### src/hw/rtl/bfk_pkg.sv
// Shared constants, types and fixed-point helpers for the bunch feedback FIR kick unit.
// Used by every other file in hw/rtl except bfk_ram; depends on nothing.
`default_nettype none

package bfk_pkg;

    localparam int NUM_BUNCHES = 64;
    localparam int MAX_TAPS    = 16;
    localparam int MAX_DELAY   = 16;
    localparam int SAMPLE_W    = 18;

    // Fixed field widths of the item and the configuration registers.
    localparam int CMD_W      = 2;
    localparam int ADDR_W     = 6;
    localparam int TAPS_CFG_W = 5;
    localparam int LIMIT_W    = 17;
    localparam int GCNT_W     = 7;
    localparam int CFG_IDX_W  = 3;
    localparam int CFG_DATA_W = 18;
    localparam int TURN_W     = 16;
    localparam int TURN_BIT_W = 4;

    localparam int BUNCH_W  = $clog2(NUM_BUNCHES);
    localparam int TAP_W    = $clog2(MAX_TAPS);
    localparam int RING_LEN = MAX_DELAY + MAX_TAPS;
    localparam int RING_W   = $clog2(RING_LEN);
    localparam int CNT_W    = $clog2(MAX_TAPS + 1);
    localparam int LEN_W    = $clog2(RING_LEN + 1) + 1;
    localparam int PH_DEPTH = NUM_BUNCHES * MAX_TAPS;
    localparam int DH_DEPTH = NUM_BUNCHES * RING_LEN;
    localparam int PH_AW    = BUNCH_W + TAP_W;
    localparam int DH_AW    = BUNCH_W + RING_W;
    localparam int PROD_W   = 2 * SAMPLE_W;
    localparam int ACC_W    = PROD_W + TAP_W + 1;
    localparam int SHIFT    = 16;

    localparam int SAT_HI = (1 << (SAMPLE_W - 1)) - 1;
    localparam int SAT_LO = -SAT_HI - 1;
    localparam logic signed [ACC_W-1:0] ACC_HI    = ACC_W'(SAT_HI);
    localparam logic signed [ACC_W-1:0] ACC_LO    = ACC_W'(SAT_LO);
    localparam logic signed [ACC_W:0]   ACC_ROUND = (ACC_W+1)'(1 << (SHIFT - 1));

    typedef logic signed [SAMPLE_W-1:0] sample_t;

    typedef enum logic [CMD_W-1:0] {
        CMD_SAMPLE = 2'd0,
        CMD_PCOEF  = 2'd1,
        CMD_DCOEF  = 2'd2,
        CMD_GAIN   = 2'd3
    } cmd_t;

    typedef enum logic [CFG_IDX_W-1:0] {
        CFG_PICKUP_TAPS = 3'd0,
        CFG_DRIVER_TAPS = 3'd1,
        CFG_DRIVER_DLY  = 3'd2,
        CFG_OFFSET      = 3'd3,
        CFG_STRENGTH    = 3'd4,
        CFG_KICK_LIMIT  = 3'd5,
        CFG_GLOBAL_GAIN = 3'd6,
        CFG_GAIN_COUNT  = 3'd7
    } cfg_idx_t;

    typedef enum logic [1:0] {
        MUL_MAC  = 2'd0,
        MUL_STR  = 2'd1,
        MUL_GAIN = 2'd2,
        MUL_GLOB = 2'd3
    } mul_sel_t;

    typedef struct packed {
        logic     ready;
        logic     clear;
        logic     mod_step;
        logic     p_write;
        logic     mac_step;
        logic     sel_driver;
        logic     p_res;
        logic     d_write;
        logic     d_res;
        logic     mul_load;
        mul_sel_t mul_sel;
        logic     g_scale;
        logic     finish;
    } ctrl_cmd_t;

    typedef struct packed {
        logic clear_last;
        logic sample_go;
        logic mod_last;
        logic mac_done;
        logic out_free;
    } dp_status_t;

    function automatic sample_t sat_acc(input logic signed [ACC_W-1:0] v);
        sample_t r;
        if (v > ACC_HI)
            r = sample_t'(SAT_HI);
        else if (v < ACC_LO)
            r = sample_t'(SAT_LO);
        else
            r = v[SAMPLE_W-1:0];
        return r;
    endfunction

    // Shift right by 16 with rounding half toward plus infinity, then saturate.
    function automatic sample_t scale16(input logic signed [ACC_W-1:0] v);
        logic signed [ACC_W:0]   x;
        logic signed [ACC_W-1:0] s;
        x = {v[ACC_W-1], v} + ACC_ROUND;
        s = ACC_W'(x >>> SHIFT);
        return sat_acc(s);
    endfunction

    function automatic logic [CNT_W-1:0] clamp_taps(input logic [TAPS_CFG_W-1:0] n);
        logic [CNT_W-1:0] r;
        if (n == '0)
            r = CNT_W'(1);
        else if (n > TAPS_CFG_W'(MAX_TAPS))
            r = CNT_W'(MAX_TAPS);
        else
            r = CNT_W'(n);
        return r;
    endfunction

endpackage

`default_nettype wire

### src/hw/rtl/bfk_ctrl.sv
// Sequencer of the kick unit: clearing pass, then one sample at a time through
// modulo, pickup FIR, driver FIR and gain steps. Depends on bfk_pkg.
`default_nettype none

module bfk_ctrl (
    input  wire                  clk,
    input  wire                  rst_n,
    input  bfk_pkg::dp_status_t  status,
    output bfk_pkg::ctrl_cmd_t   cmd
);

    typedef enum logic [13:0] {
        S_CLEAR  = 14'h0001,
        S_IDLE   = 14'h0002,
        S_MOD    = 14'h0004,
        S_PWRITE = 14'h0008,
        S_PMAC   = 14'h0010,
        S_PRES   = 14'h0020,
        S_PSTR   = 14'h0040,
        S_DWRITE = 14'h0080,
        S_DMAC   = 14'h0100,
        S_DRES   = 14'h0200,
        S_GMUL   = 14'h0400,
        S_GSCALE = 14'h0800,
        S_KMUL   = 14'h1000,
        S_FIN    = 14'h2000
    } state_t;

    state_t state_reg;
    state_t state_next;

    always_comb
    begin
        state_next = state_reg;
        cmd        = '0;
        cmd.mul_sel = bfk_pkg::MUL_MAC;
        unique case (state_reg)
            S_CLEAR:
            begin
                cmd.clear = 1'b1;
                if (status.clear_last)
                    state_next = S_IDLE;
            end
            S_IDLE:
            begin
                cmd.ready = 1'b1;
                if (status.sample_go)
                    state_next = S_MOD;
            end
            S_MOD:
            begin
                cmd.mod_step = 1'b1;
                if (status.mod_last)
                    state_next = S_PWRITE;
            end
            S_PWRITE:
            begin
                cmd.p_write = 1'b1;
                state_next  = S_PMAC;
            end
            S_PMAC:
            begin
                cmd.mac_step = 1'b1;
                if (status.mac_done)
                    state_next = S_PRES;
            end
            S_PRES:
            begin
                cmd.p_res  = 1'b1;
                state_next = S_PSTR;
            end
            S_PSTR:
            begin
                cmd.mul_load = 1'b1;
                cmd.mul_sel  = bfk_pkg::MUL_STR;
                state_next   = S_DWRITE;
            end
            S_DWRITE:
            begin
                cmd.d_write = 1'b1;
                state_next  = S_DMAC;
            end
            S_DMAC:
            begin
                cmd.mac_step   = 1'b1;
                cmd.sel_driver = 1'b1;
                if (status.mac_done)
                    state_next = S_DRES;
            end
            S_DRES:
            begin
                cmd.sel_driver = 1'b1;
                cmd.d_res      = 1'b1;
                state_next     = S_GMUL;
            end
            S_GMUL:
            begin
                cmd.mul_load = 1'b1;
                cmd.mul_sel  = bfk_pkg::MUL_GAIN;
                state_next   = S_GSCALE;
            end
            S_GSCALE:
            begin
                cmd.g_scale = 1'b1;
                state_next  = S_KMUL;
            end
            S_KMUL:
            begin
                cmd.mul_load = 1'b1;
                cmd.mul_sel  = bfk_pkg::MUL_GLOB;
                state_next   = S_FIN;
            end
            S_FIN:
            begin
                if (status.out_free)
                begin
                    cmd.finish = 1'b1;
                    state_next = S_IDLE;
                end
            end
            default:
            begin
                state_next = S_IDLE;
            end
        endcase
    end

    always_ff @(posedge clk or negedge rst_n)
    begin
        if (!rst_n)
            state_reg <= S_CLEAR;
        else
            state_reg <= state_next;
    end

    // A sample leaves the pickup filter loop only after its accumulator has drained.
    a_pmac_exit: assert property (@(posedge clk) disable iff (!rst_n)
        (state_reg == S_PMAC && state_next == S_PRES) |-> status.mac_done)
        else $error("pickup filter left before it finished");

    a_clear_once: assert property (@(posedge clk) disable iff (!rst_n)
        (state_reg != S_CLEAR) |=> (state_reg != S_CLEAR))
        else $error("clearing pass entered outside reset");

    a_result_free: assert property (@(posedge clk) disable iff (!rst_n)
        cmd.finish |-> status.out_free)
        else $error("result produced while output register still full");

endmodule

`default_nettype wire

### config.mk
export PLATFORM = sky130hd
export DESIGN_NAME = bfk_ctrl
export DESIGN_NICKNAME = d
export VERILOG_FILES = /design/src/hw/rtl/bfk_pkg.sv /design/src/hw/rtl/bfk_ctrl.sv
export SDC_FILE = /design/constraint.sdc
export NUM_CORES = 1
export LEC_CHECK = 0
export BUFFER_PORTS_ARGS = -buffer_cell sky130_fd_sc_hd__buf_2
export CORE_MARGIN = 2
export CORE_UTILIZATION = 57
export DETAILED_ROUTE_END_ITERATION = 6
export GPL_ROUTABILITY_DRIVEN = 0
export MAX_ROUTING_LAYER = met4
export PLACE_DENSITY = 0.89
export SLEW_MARGIN = 20
export SYNTH_ARGS = -nofsm -noshare
export SYNTH_HDL_FRONTEND = slang
export SYNTH_SLANG_ARGS = --single-unit
export TNS_END_PERCENT = 20
### constraint.sdc
create_clock -name clk -period 3.23 [get_ports clk]
set_clock_uncertainty 0.05 [all_clocks]
set_input_delay 0.323 -clock clk [delete_from_list [all_inputs] [get_ports clk]]
set_output_delay 0.323 -clock clk [all_outputs]
set_load 0.02 [all_outputs]
---- Yosys cells after proc, flatten, opt, wreduce, memory -nomap -nowiden ----
Index checks and enable logic that the tools add are counted.
Widths: inputs -> output; s select.
storage, ports and cells
  register bits ........................... 14
  latch bits .............................. 0
  bits in writable memories ............... 0
  memory bits (read-only) ................. 0
  bits of input ports ..................... 7
  output and inout port bits .............. 14
  memories kept ........................... 0
cells by class
  add/sub/neg operators ................... 0
  multiply operators ...................... 0
  div/mod/pow operators ................... 0
  magnitude comparators ................... 0
  equality and inequality tests ........... 20
  shift operators ......................... 0
  multiplexer cells ....................... 20
  bitwise operators ....................... 0
  reductions and logical operators ........ 3
operators with widths
  cell                  count
  $pmux 14 s14          1
  $mux 14               6
  $eq 14x1->1 const B   1
  $eq 14x10->1 const B  1
  $eq 14x11->1 const B  1
  $eq 14x12->1 const B  1
  $eq 14x13->1 const B  1
  $eq 14x14->1 const B  1
  $eq 14x2->1 const B   1
  $eq 14x3->1 const B   1
  $eq 14x4->1 const B   1
  $eq 14x5->1 const B   1
  $eq 14x6->1 const B   1
  $eq 14x7->1 const B   1
  $eq 14x8->1 const B   1
  $eq 14x9->1 const B   1
  $mux 1                12
  $ne 2x2->1 const B    6
  $pmux 3 s3            1
  $reduce_and 6->1      1
  $reduce_or 2->1       2

---- Logic depth before layout (Yosys ltp) ----
  word-level depth ........................ 3
  depth in mapped cells ................... 6
  gate-level depth less buffers ........... 5

---- Worst setup path after synthesis ----
Ideal clock, no wire load.
  path kind ............................... register -> output
  from .................................... reg state_reg[5]
  to ...................................... out cmd[1] (netlist name)
  arrival ................................. 1.886 ns
  setup slack ............................. 0.971 ns
  stages on the path, launching flop included .. 6
  buffers on the path ..................... 1
  cells stage by stage .................... dfrtp_1 -> buf_6 -> nor4_4 -> nand3_1 -> or3_1 -> nor3b_1
RTL lines
  what                      RTL line         source
  start: declaration        bfk_ctrl.sv:29   state_t state_reg;
  start signal: assignment  bfk_ctrl.sv:133  state_reg <= state_next;
  end: declaration          bfk_ctrl.sv:9    output bfk_pkg::ctrl_cmd_t cmd

==> results.ini <==
[status]
status = finished, final reports clean

[yosys]
synth_warnings = 0
syn_avg_cell_area_um2 = 9.00
ys_async_sr_fraction = 1.00
synthTopCellsByArea = dfrtp_1 (33%), nor2_1 (6.6%), nor4_4 (6.6%)
synth_edf_count = 0
syn_nets = 115
synthCells = 108
synth_seq_cells = 14
yosysTopAreaCell = dfrtp_1
synth_top_area_frac = 0.335
synthTopCellsByCount = nor2_1 (17), dfrtp_1 (13)
ys_types = 36
yosysMostFrequentCell = nor2_1
synth_area_um2 = 972
synth_ff_type = dfrtp_1
ys_seq_area_frac = 0.362

[place]
post-dp-hpwl_um = 1510
pre_cts_ws_ns = 1.02
place_inst = 137
dpl_cell_area_um2 = 1040
port_buffers = 20

[timing]
final_hold_viol_count = 0
fin_ws_ns = 0.671
setup_viol = 0
rsz0062_at_grt = false
layout_min_cycle_time_ns = 2.56
worst_pin_slew_ns = 0.455
slew_headroom = 0.696
slew_viol_final = 0
max_freq_mhz = 391
fin_crit_sh = 0.792
setup-tns-final_ns = 0
timing.hold.ws_ns = 0.110

[clock_network]
cts.sinks = 14
root_buffer = clkbuf_4
clkTransAtPathRegs_ns = 0.08
cts_buffers = 3
hold_buffers = 1
h-tree-depth = 1
cts_resized = 0
clk_latency_ns = 0.29
clockBufferDepth = 2
postCtsSetupRepairBufs = 0
cts_tree = yes

[grt]
grt_max_degree = 15
antenna_found_initial = 0
gr-usage-all-layers = 0.252
grt_pass1_wl_um = 3580
grt_pass1_vias = 770
gr-total-overflow = 0

[drt]
routedWlPerCell_um = 14.6
ant_nets = 0
drt-total-wl_um = 2080
via_per_inst = 6.37
drc_errors = 0
vias = 905
drt_iter0_drc = 49
detail_route.first_pass.iterations = 4

[finish]
drive_gt1_frac = 0.254
nets = 134
finalInstanceArea_um2 = 1090
fillerInstances = 123
largest_reg_flops = 14
diodes = 0
fin_cells = 142
syn2layout_area_growth_pct = 12.2

[flow_run]
max-cap-violations = 0

[floorplan]
ioPinCount = 21
num_rows = 14
die_w_um = 45.3
coreArea_um2 = 1560
fp.dieArea_um2 = 2050
initial_core_util = 0.624
die_h_um = 45.3

[setup_path]
cpMaxStageDelayCell = dfrtp_1
crit_chain = nor4_4 > nand3_1 > or3_1 > nor3b_1 > buf_2
path_max_fanout = 12
cp.required_ns = 2.86
critical-path-max-stage-delay_ns = 0.53
worstSetupPathType = reg -> out
arrival_ns = 2.19
startpoint_type = flip-flop
cp-end-kind = output port
critPathBufInv = 1
critPathTopFamily = simple AND/OR/NAND/NOR gates

[worst_hold_path]
min_path_type = in -> reg

[power]
ir_worst_vdd_v = 0.000363
p_per_area_nw_per_um2 = 632
p_leak_nw = 0.563

==> through the flow <==
stage,total power [mW],util
6_report,0.690,0.700
5_1_grt,0.750,0.700
4_1_cts,0.692,0.700
3_5_place_dp,0.561,0.670
3_3_place_gp,0.549,0.670
2_1_floorplan,0.502,-
==> report_power, final <==
part | internal (mW) | total [mW] | switching [mW]
Clock | 0.0687 | 0.128 | 0.0594
Combinational | 0.127 | 0.310 | 0.183
Sequential | 0.194 | 0.251 | 0.0571
Total | 0.390 | 0.690 | 0.299
==> placed cells by master, fill, tap and decap left out, drive strengths merged, types with 2 or more instances in the layout <==
cell type	instances
and4b	2
dfrtp	13
inv	4
nand2	5
nor2	17
nor4	7
xor2	4
and3	2
nor4b	4
nand3	5
nand4	3
a21oi	4
clkbuf	4
buf	20
nor3	4
o21ai	3
nand2b	5
a21o	2
nor3b	5
==> per-layer routing <==
| layer | global-route usage | up-vias | part of all wire |
|---|---|---|---|
| li1 | - | 428 | - |
| met1 | 0.356 | 424 | 0.44 |
| met2 | 0.351 | 46 | 0.46 |
| met3 | 0.0480 | 7 | 0.071 |
| met4 | 0.106 | 0 | 0.025 |
| met5 | - | - | 0 |
==> cell type report <==
| class | instances | area [um^2] | area share |
|---|---|---|---|
| repair buffers | 21 | 110 | 0.101 |
| well taps | 16 | 20.0 | 0.0183 |
| multi-input cells | 83 | 558 | 0.511 |
| inverters | 4 | 15.0 | 0.0138 |
| flip-flops and latches | 14 | 352 | 0.322 |
| clock buffers | 4 | 36.3 | 0.0333 |
==> worst paths after layout <==
kind	from	slack (ns)	cells after the start	to
worst min register to register	state_reg[8]	0.55	1	state_reg[8]
min in group asynchronous	rst_n	0.41	2	state_reg[1]
worst max register to register	state_reg[4]	1.30	5	state_reg[1]
worst min-delay path	status[4]	0.11	2	state_reg[0]
worst max-delay path	state_reg[2]	0.67	5	cmd[1]
max in group asynchronous	rst_n	2.43	2	state_reg[0]
==> logic make-up after synthesis <==
kind of cell    synth area share
xor+xnor                  0.0360
simple gates               0.438
mux                       0.0103
buf+inv                   0.0643
flops                      0.362
compound gates            0.0901
No activity file was read; power rests on OpenSTA's default activity.
